<file path="config.mk">
export PLATFORM = sky130hd
export DESIGN_NAME = dwp_ctrl
export DESIGN_NICKNAME = d
export VERILOG_FILES = /design/src/rtl/dwp_pkg.sv /design/src/rtl/dwp_ctrl.sv
export SDC_FILE = /design/constraint.sdc
export NUM_CORES = 1
export LEC_CHECK = 0
export ABC_AREA = 1
export BUFFER_PORTS_ARGS = -buffer_cell sky130_fd_sc_hd__buf_2
export CORE_MARGIN = 10
export CORE_UTILIZATION = 25
export DETAILED_ROUTE_END_ITERATION = 16
export SETUP_SLACK_MARGIN = 0.1
export SLEW_MARGIN = 25
export SYNTH_ARGS = -nofsm -noshare
export SYNTH_HDL_FRONTEND = slang
export SYNTH_SLANG_ARGS = --single-unit
export TNS_END_PERCENT = 20
</file>
<file path="constraint.sdc">
create_clock -name clk -period 2.15 [get_ports clk]
set_input_delay 0.43 -clock clk [delete_from_list [all_inputs] [get_ports clk]]
set_output_delay 0.43 -clock clk [all_outputs]
set_load 0.05 [all_outputs]
</file>
<file path="src/rtl/dwp_pkg.sv">
`timescale 1ns / 1ps
// Shared constants, types and codes of the dual wheel position PID block.
package dwp_pkg;

	localparam int INTEGRAL_WIDTH = 48;

	localparam int GAIN_W    = 24;
	localparam int POS_W     = 32;
	localparam int DIST_W    = 24;
	localparam int LIMIT_W   = 16;
	localparam int SCALE_W   = 16;
	localparam int TICK_W    = 8;
	localparam int ELAPSED_W = 17;
	localparam int POWER_W   = 16;
	localparam int CFG_IDX_W = 2;

	// Shared multiplier of each lane: signed 25 x signed 42.
	localparam int MUL_A_W = 25;
	localparam int MUL_B_W = 42;
	localparam int MUL_P_W = MUL_A_W + MUL_B_W;

	// Integral split into an unsigned low part and a signed high part.
	localparam int ILO_W   = 24;
	localparam int IHI_W   = INTEGRAL_WIDTH - ILO_W;
	localparam int ILOP_W  = GAIN_W + ILO_W + 1;
	localparam int PRODI_W = INTEGRAL_WIDTH + GAIN_W;
	localparam int CMP_W   = (PRODI_W > 64) ? PRODI_W : 64;

	localparam int ACC_W    = 58;
	localparam int SUM_W    = 42;
	localparam int SCALED_W = SUM_W + SCALE_W + 1;
	localparam int RND_W    = SCALED_W + 1;
	localparam int Q_W      = RND_W - 16;

	localparam logic signed [CMP_W-1:0] I_LIM = {{(CMP_W-63){1'b0}}, 1'b1, 62'd0};
	localparam logic signed [CMP_W-1:0] BIG   = {{(CMP_W-41){1'b0}}, 1'b1, 40'd0};

	localparam logic [TICK_W-1:0] TICK_RESET = 8'd10;

	localparam logic OP_START = 1'b0;
	localparam logic OP_TICK  = 1'b1;

	typedef enum logic [CFG_IDX_W-1:0] {
		CFG_GAIN_P = 2'd0,
		CFG_GAIN_I = 2'd1,
		CFG_GAIN_D = 2'd2,
		CFG_TICK   = 2'd3
	} dwp_cfg_idx_t;

	typedef enum logic [3:0] {
		STEP_NONE,
		STEP_ERR,
		STEP_MP,
		STEP_MD,
		STEP_MIL,
		STEP_MIH,
		STEP_ACCI,
		STEP_SUM,
		STEP_MS,
		STEP_RND
	} dwp_step_t;

	typedef enum logic [3:0] {
		ST_IDLE,
		ST_ERR,
		ST_MP,
		ST_MD,
		ST_MIL,
		ST_MIH,
		ST_ACCI,
		ST_SUM,
		ST_MS,
		ST_RND,
		ST_FIN,
		ST_OUT
	} dwp_state_t;

	typedef struct packed {
		logic      take_in;
		dwp_step_t step;
		logic      finish;
		logic      load_out;
	} dwp_cmd_t;

	typedef struct packed {
		logic tick_in;
		logic moving;
		logic expired;
	} dwp_status_t;

endpackage

</file>
<file path="src/rtl/dwp_ctrl.sv">
`timescale 1ns / 1ps
// Controller: sequences each item through the datapath and owns the result handshake.
module dwp_ctrl import dwp_pkg::*; (
	input  logic        clk,
	input  logic        arst_n,
	input  logic        in_valid,
	output logic        in_ready,
	output logic        out_valid,
	input  logic        out_ready,
	input  dwp_status_t status,
	output dwp_cmd_t    cmd
);

	dwp_state_t state_q, state_n;
	logic       out_valid_q;

	always_comb begin
		state_n = state_q;
		case (state_q)
			ST_IDLE: begin
				if (in_valid && status.tick_in && status.moving)
					state_n = status.expired ? ST_FIN : ST_ERR;
			end
			ST_ERR:  state_n = ST_MP;
			ST_MP:   state_n = ST_MD;
			ST_MD:   state_n = ST_MIL;
			ST_MIL:  state_n = ST_MIH;
			ST_MIH:  state_n = ST_ACCI;
			ST_ACCI: state_n = ST_SUM;
			ST_SUM:  state_n = ST_MS;
			ST_MS:   state_n = ST_RND;
			ST_RND:  state_n = ST_OUT;
			ST_FIN:  state_n = ST_OUT;
			ST_OUT: begin
				if (!out_valid_q || out_ready)
					state_n = ST_IDLE;
			end
			default: state_n = ST_IDLE;
		endcase
	end

	always_comb begin
		in_ready     = 1'b0;
		cmd.take_in  = 1'b0;
		cmd.step     = STEP_NONE;
		cmd.finish   = 1'b0;
		cmd.load_out = 1'b0;
		case (state_q)
			ST_IDLE: begin
				in_ready    = 1'b1;
				cmd.take_in = in_valid;
			end
			ST_ERR:  cmd.step = STEP_ERR;
			ST_MP:   cmd.step = STEP_MP;
			ST_MD:   cmd.step = STEP_MD;
			ST_MIL:  cmd.step = STEP_MIL;
			ST_MIH:  cmd.step = STEP_MIH;
			ST_ACCI: cmd.step = STEP_ACCI;
			ST_SUM:  cmd.step = STEP_SUM;
			ST_MS:   cmd.step = STEP_MS;
			ST_RND:  cmd.step = STEP_RND;
			ST_FIN:  cmd.finish = 1'b1;
			ST_OUT:  cmd.load_out = !out_valid_q || out_ready;
			default: ;
		endcase
	end

	always_ff @(posedge clk or negedge arst_n) begin
		if (!arst_n) begin
			state_q     <= ST_IDLE;
			out_valid_q <= 1'b0;
		end else begin
			state_q <= state_n;
			if (cmd.load_out)
				out_valid_q <= 1'b1;
			else if (out_ready)
				out_valid_q <= 1'b0;
		end
	end

	assign out_valid = out_valid_q;

endmodule

</file>
==> results.ini <==
[die]
die_h_um = 56.7
die_area_um2 = 3210
core_area_um2 = 1280
num_rows = 13
initial_core_util_pct = 26.2
dieWidth_um = 56.7
io-pin-count = 16

[sta]
finalCriticalPeriod_ps = 1810
min_period_over_period_pct = 84.2
finClkSkew_ps = 0.174
finalSetupViolations = 0
worst_pin_slew_ps = 257
report.final.slew_viol_count = 0
relSlewSlack_pct = 82.8
rsz0062_at_grt = no
hold_viol = 0
fmax_mhz = 553

[grt]
track_usage_pct = 6.38
gr-total-overflow = 0
grt_pass1_wl_um = 1610
antenna_found_initial = 0
grt_max_degree = 8
grt_pass1_vias = 413

[synth]
yosysTopAreaCell = dfrtp_1
seq_area_frac_synth_pct = 37.2
yosysWarnings = 0
synthDistinctLibCells = 13
ys_top_cells_by_area = dfrtp_1 (37%), nand2_1 (18%), nor2_1 (10%)
postSynthAreaPerCell_um2 = 6.47
synth_cells = 52
synth_fp_nets = 59
synth-seq-cells = 5
yosysTopAreaCellShare_pct = 37.2
syn_area_um2 = 337

[cts]
clkTransAtPathRegs_ps = 40
cts_tree = yes
cts_htree_levels = 1
root_buffer = clkbuf_4
clkLatencyLatePin_ps = 240
cts_inserted_buffers = 3
cts.sinks = 5
cts_setup_buffers = 0
cts_resized = 0
cts_buffer_depth = 2
ctsHoldBuffers = 1

[setup_path]
critPathRequiredTime_ps = 1720
cp-end-kind = output pin
slowest_delay_ps = 440
path_common_cell = nor2_1
crit_arrival_ps = 1380
critPathLaunchType = flop
slowest_stage = dfrtp_1
critical_path_class = reg2out
worst-path-max-fanout = 5
path_cells = nor2_1, nand2_1, nor2_1, buf_2

[power]
power_mw = 0.837
p_leak_nw = 0.283
p_int_mw = 0.340
switching_share_pct = 59.4
vdd_drop_max_mv = 0.523
netSwitchingPower_mw = 0.498
power_density_nw_per_um2 = 1770
p_comb_share_pct = 64.8
pwr-share-seq_pct = 22.3
clkPwrFrac_pct = 12.9

[layout]
design_area_um2 = 473
diodes = 0
area_growth_pct = 40.5
final_common_cell = nand2_1
drive_gt1_share_pct = 30.6
nets = 80
mostFrequentLayoutCells = nand2_1 (16), buf_2 (15), nor2_1 (9)

[run_status]
status = completed

[worst_hold_path]
hold_path_class = in2reg

[routing]
vias_per_cell = 4.63
num_vias = 403
ant_nets = 0
drt-initial-drc-count = 4
routed_wl_um = 946
wl_per_cell_um = 10.9
drc = 0
firstDrtPassIters = 4

[run]
maxCapViolations = 0

[place]
portBuffers = 15
gp_congestion = 0.758
dp_hpwl_um = 804
placed_cell_area_um2 = 437

## area by class of cell
cell class / count / area (um2)
Clock buffer: 4 / 26.3
Sequential cell: 5 / 125
Timing Repair Buffer: 16 / 85.1
Multi-Input combinational cell: 39 / 188
Tap cell: 15 / 18.8
Fill cell: 143 / 812
Inverter: 8 / 30.0
## per-layer routing
| layer | GRT usage, % | vias to the layer above | routed length [um] |
|---|---|---|---|
| li1 | - | 204 | - |
| met1 | 6.05 | 182 | 396 |
| met4 | 7.22 | 0 | 40 |
| met2 | 9.87 | 12 | 448 |
| met5 | 0 | - | 0 |
| met3 | 2.25 | 5 | 62 |
## cell usage after synthesis, drive strengths merged
cell type  instances
nor2              10
a21oi              1
a21boi             1
dfrtp              5
nor4               1
inv                8
o21ai              3
nand3b             1
nand3              6
nand2             16
## power groups by stage
stage	Sequential (mW)	Combinational [mW]	Clock, mW
finish	0.187	0.542	0.108
global route	0.195	0.604	0.118
CTS	0.187	0.549	0.111
detailed placement	0.189	0.543	0
global placement	0.188	0.538	0
floorplan	0.192	0.420	0
## per-stage QoR
step / setup TNS [ps] / instances / util, % / setup slack [ps] / hold slack, ps
final: 0 / 87 / 36.8 / 340 / 375
after floorplan: -21.8 / 52 / - / -21.8 / 134
after global routing: 0 / 87 / 36.8 / 181 / 392
after global placement: 0 / 82 / 34.0 / 616 / 250
after CTS: 0 / 87 / 36.8 / 319 / 374
after detailed placement: 0 / 82 / 34.0 / 585 / 250
## cells by family after synthesis
| logic type | after synthesis | share of synthesized area (%) |
|---|---|---|
| buffers and inverters | 8 | 8.92 |
| and+or+nand+nor | 34 | 45.7 |
| AOI/OAI and AO/OA | 5 | 8.18 |
| DFF | 5 | 37.2 |
## sequential cells by signal (all words and copies together) (netlist names)
signal,cells
state_q,4
out_valid,1
## critical path: cells and delay by family (launching register included)
family	cells	cell delay, ps
flip-flops	1	440
AND/OR/NAND/NOR	3	430
buffers and inverters	1	270
## worst paths after layout
| check | endpoint | cells after the start | slack [ps] | start |
|---|---|---|---|---|
| setup / recovery | cmd[6] | 4 | 340 | state_q[2]$_DFFE_PN0P_ |
| hold / removal | out_valid$_DFFE_PN0P_ | 2 | 370 | out_ready |
| setup reg to reg | state_q[0]$_DFFE_PN0P_ | 6 | 980 | state_q[0]$_DFFE_PN0P_ |
| hold reg to reg | out_valid$_DFFE_PN0P_ | 2 | 560 | out_valid$_DFFE_PN0P_ |
| max in group asynchronous | out_valid$_DFFE_PN0P_ | 2 | 1490 | arst_n |
| min in group asynchronous | state_q[0]$_DFFE_PN0P_ | 2 | 530 | arst_n |
(Power assumes the default switching activity.)
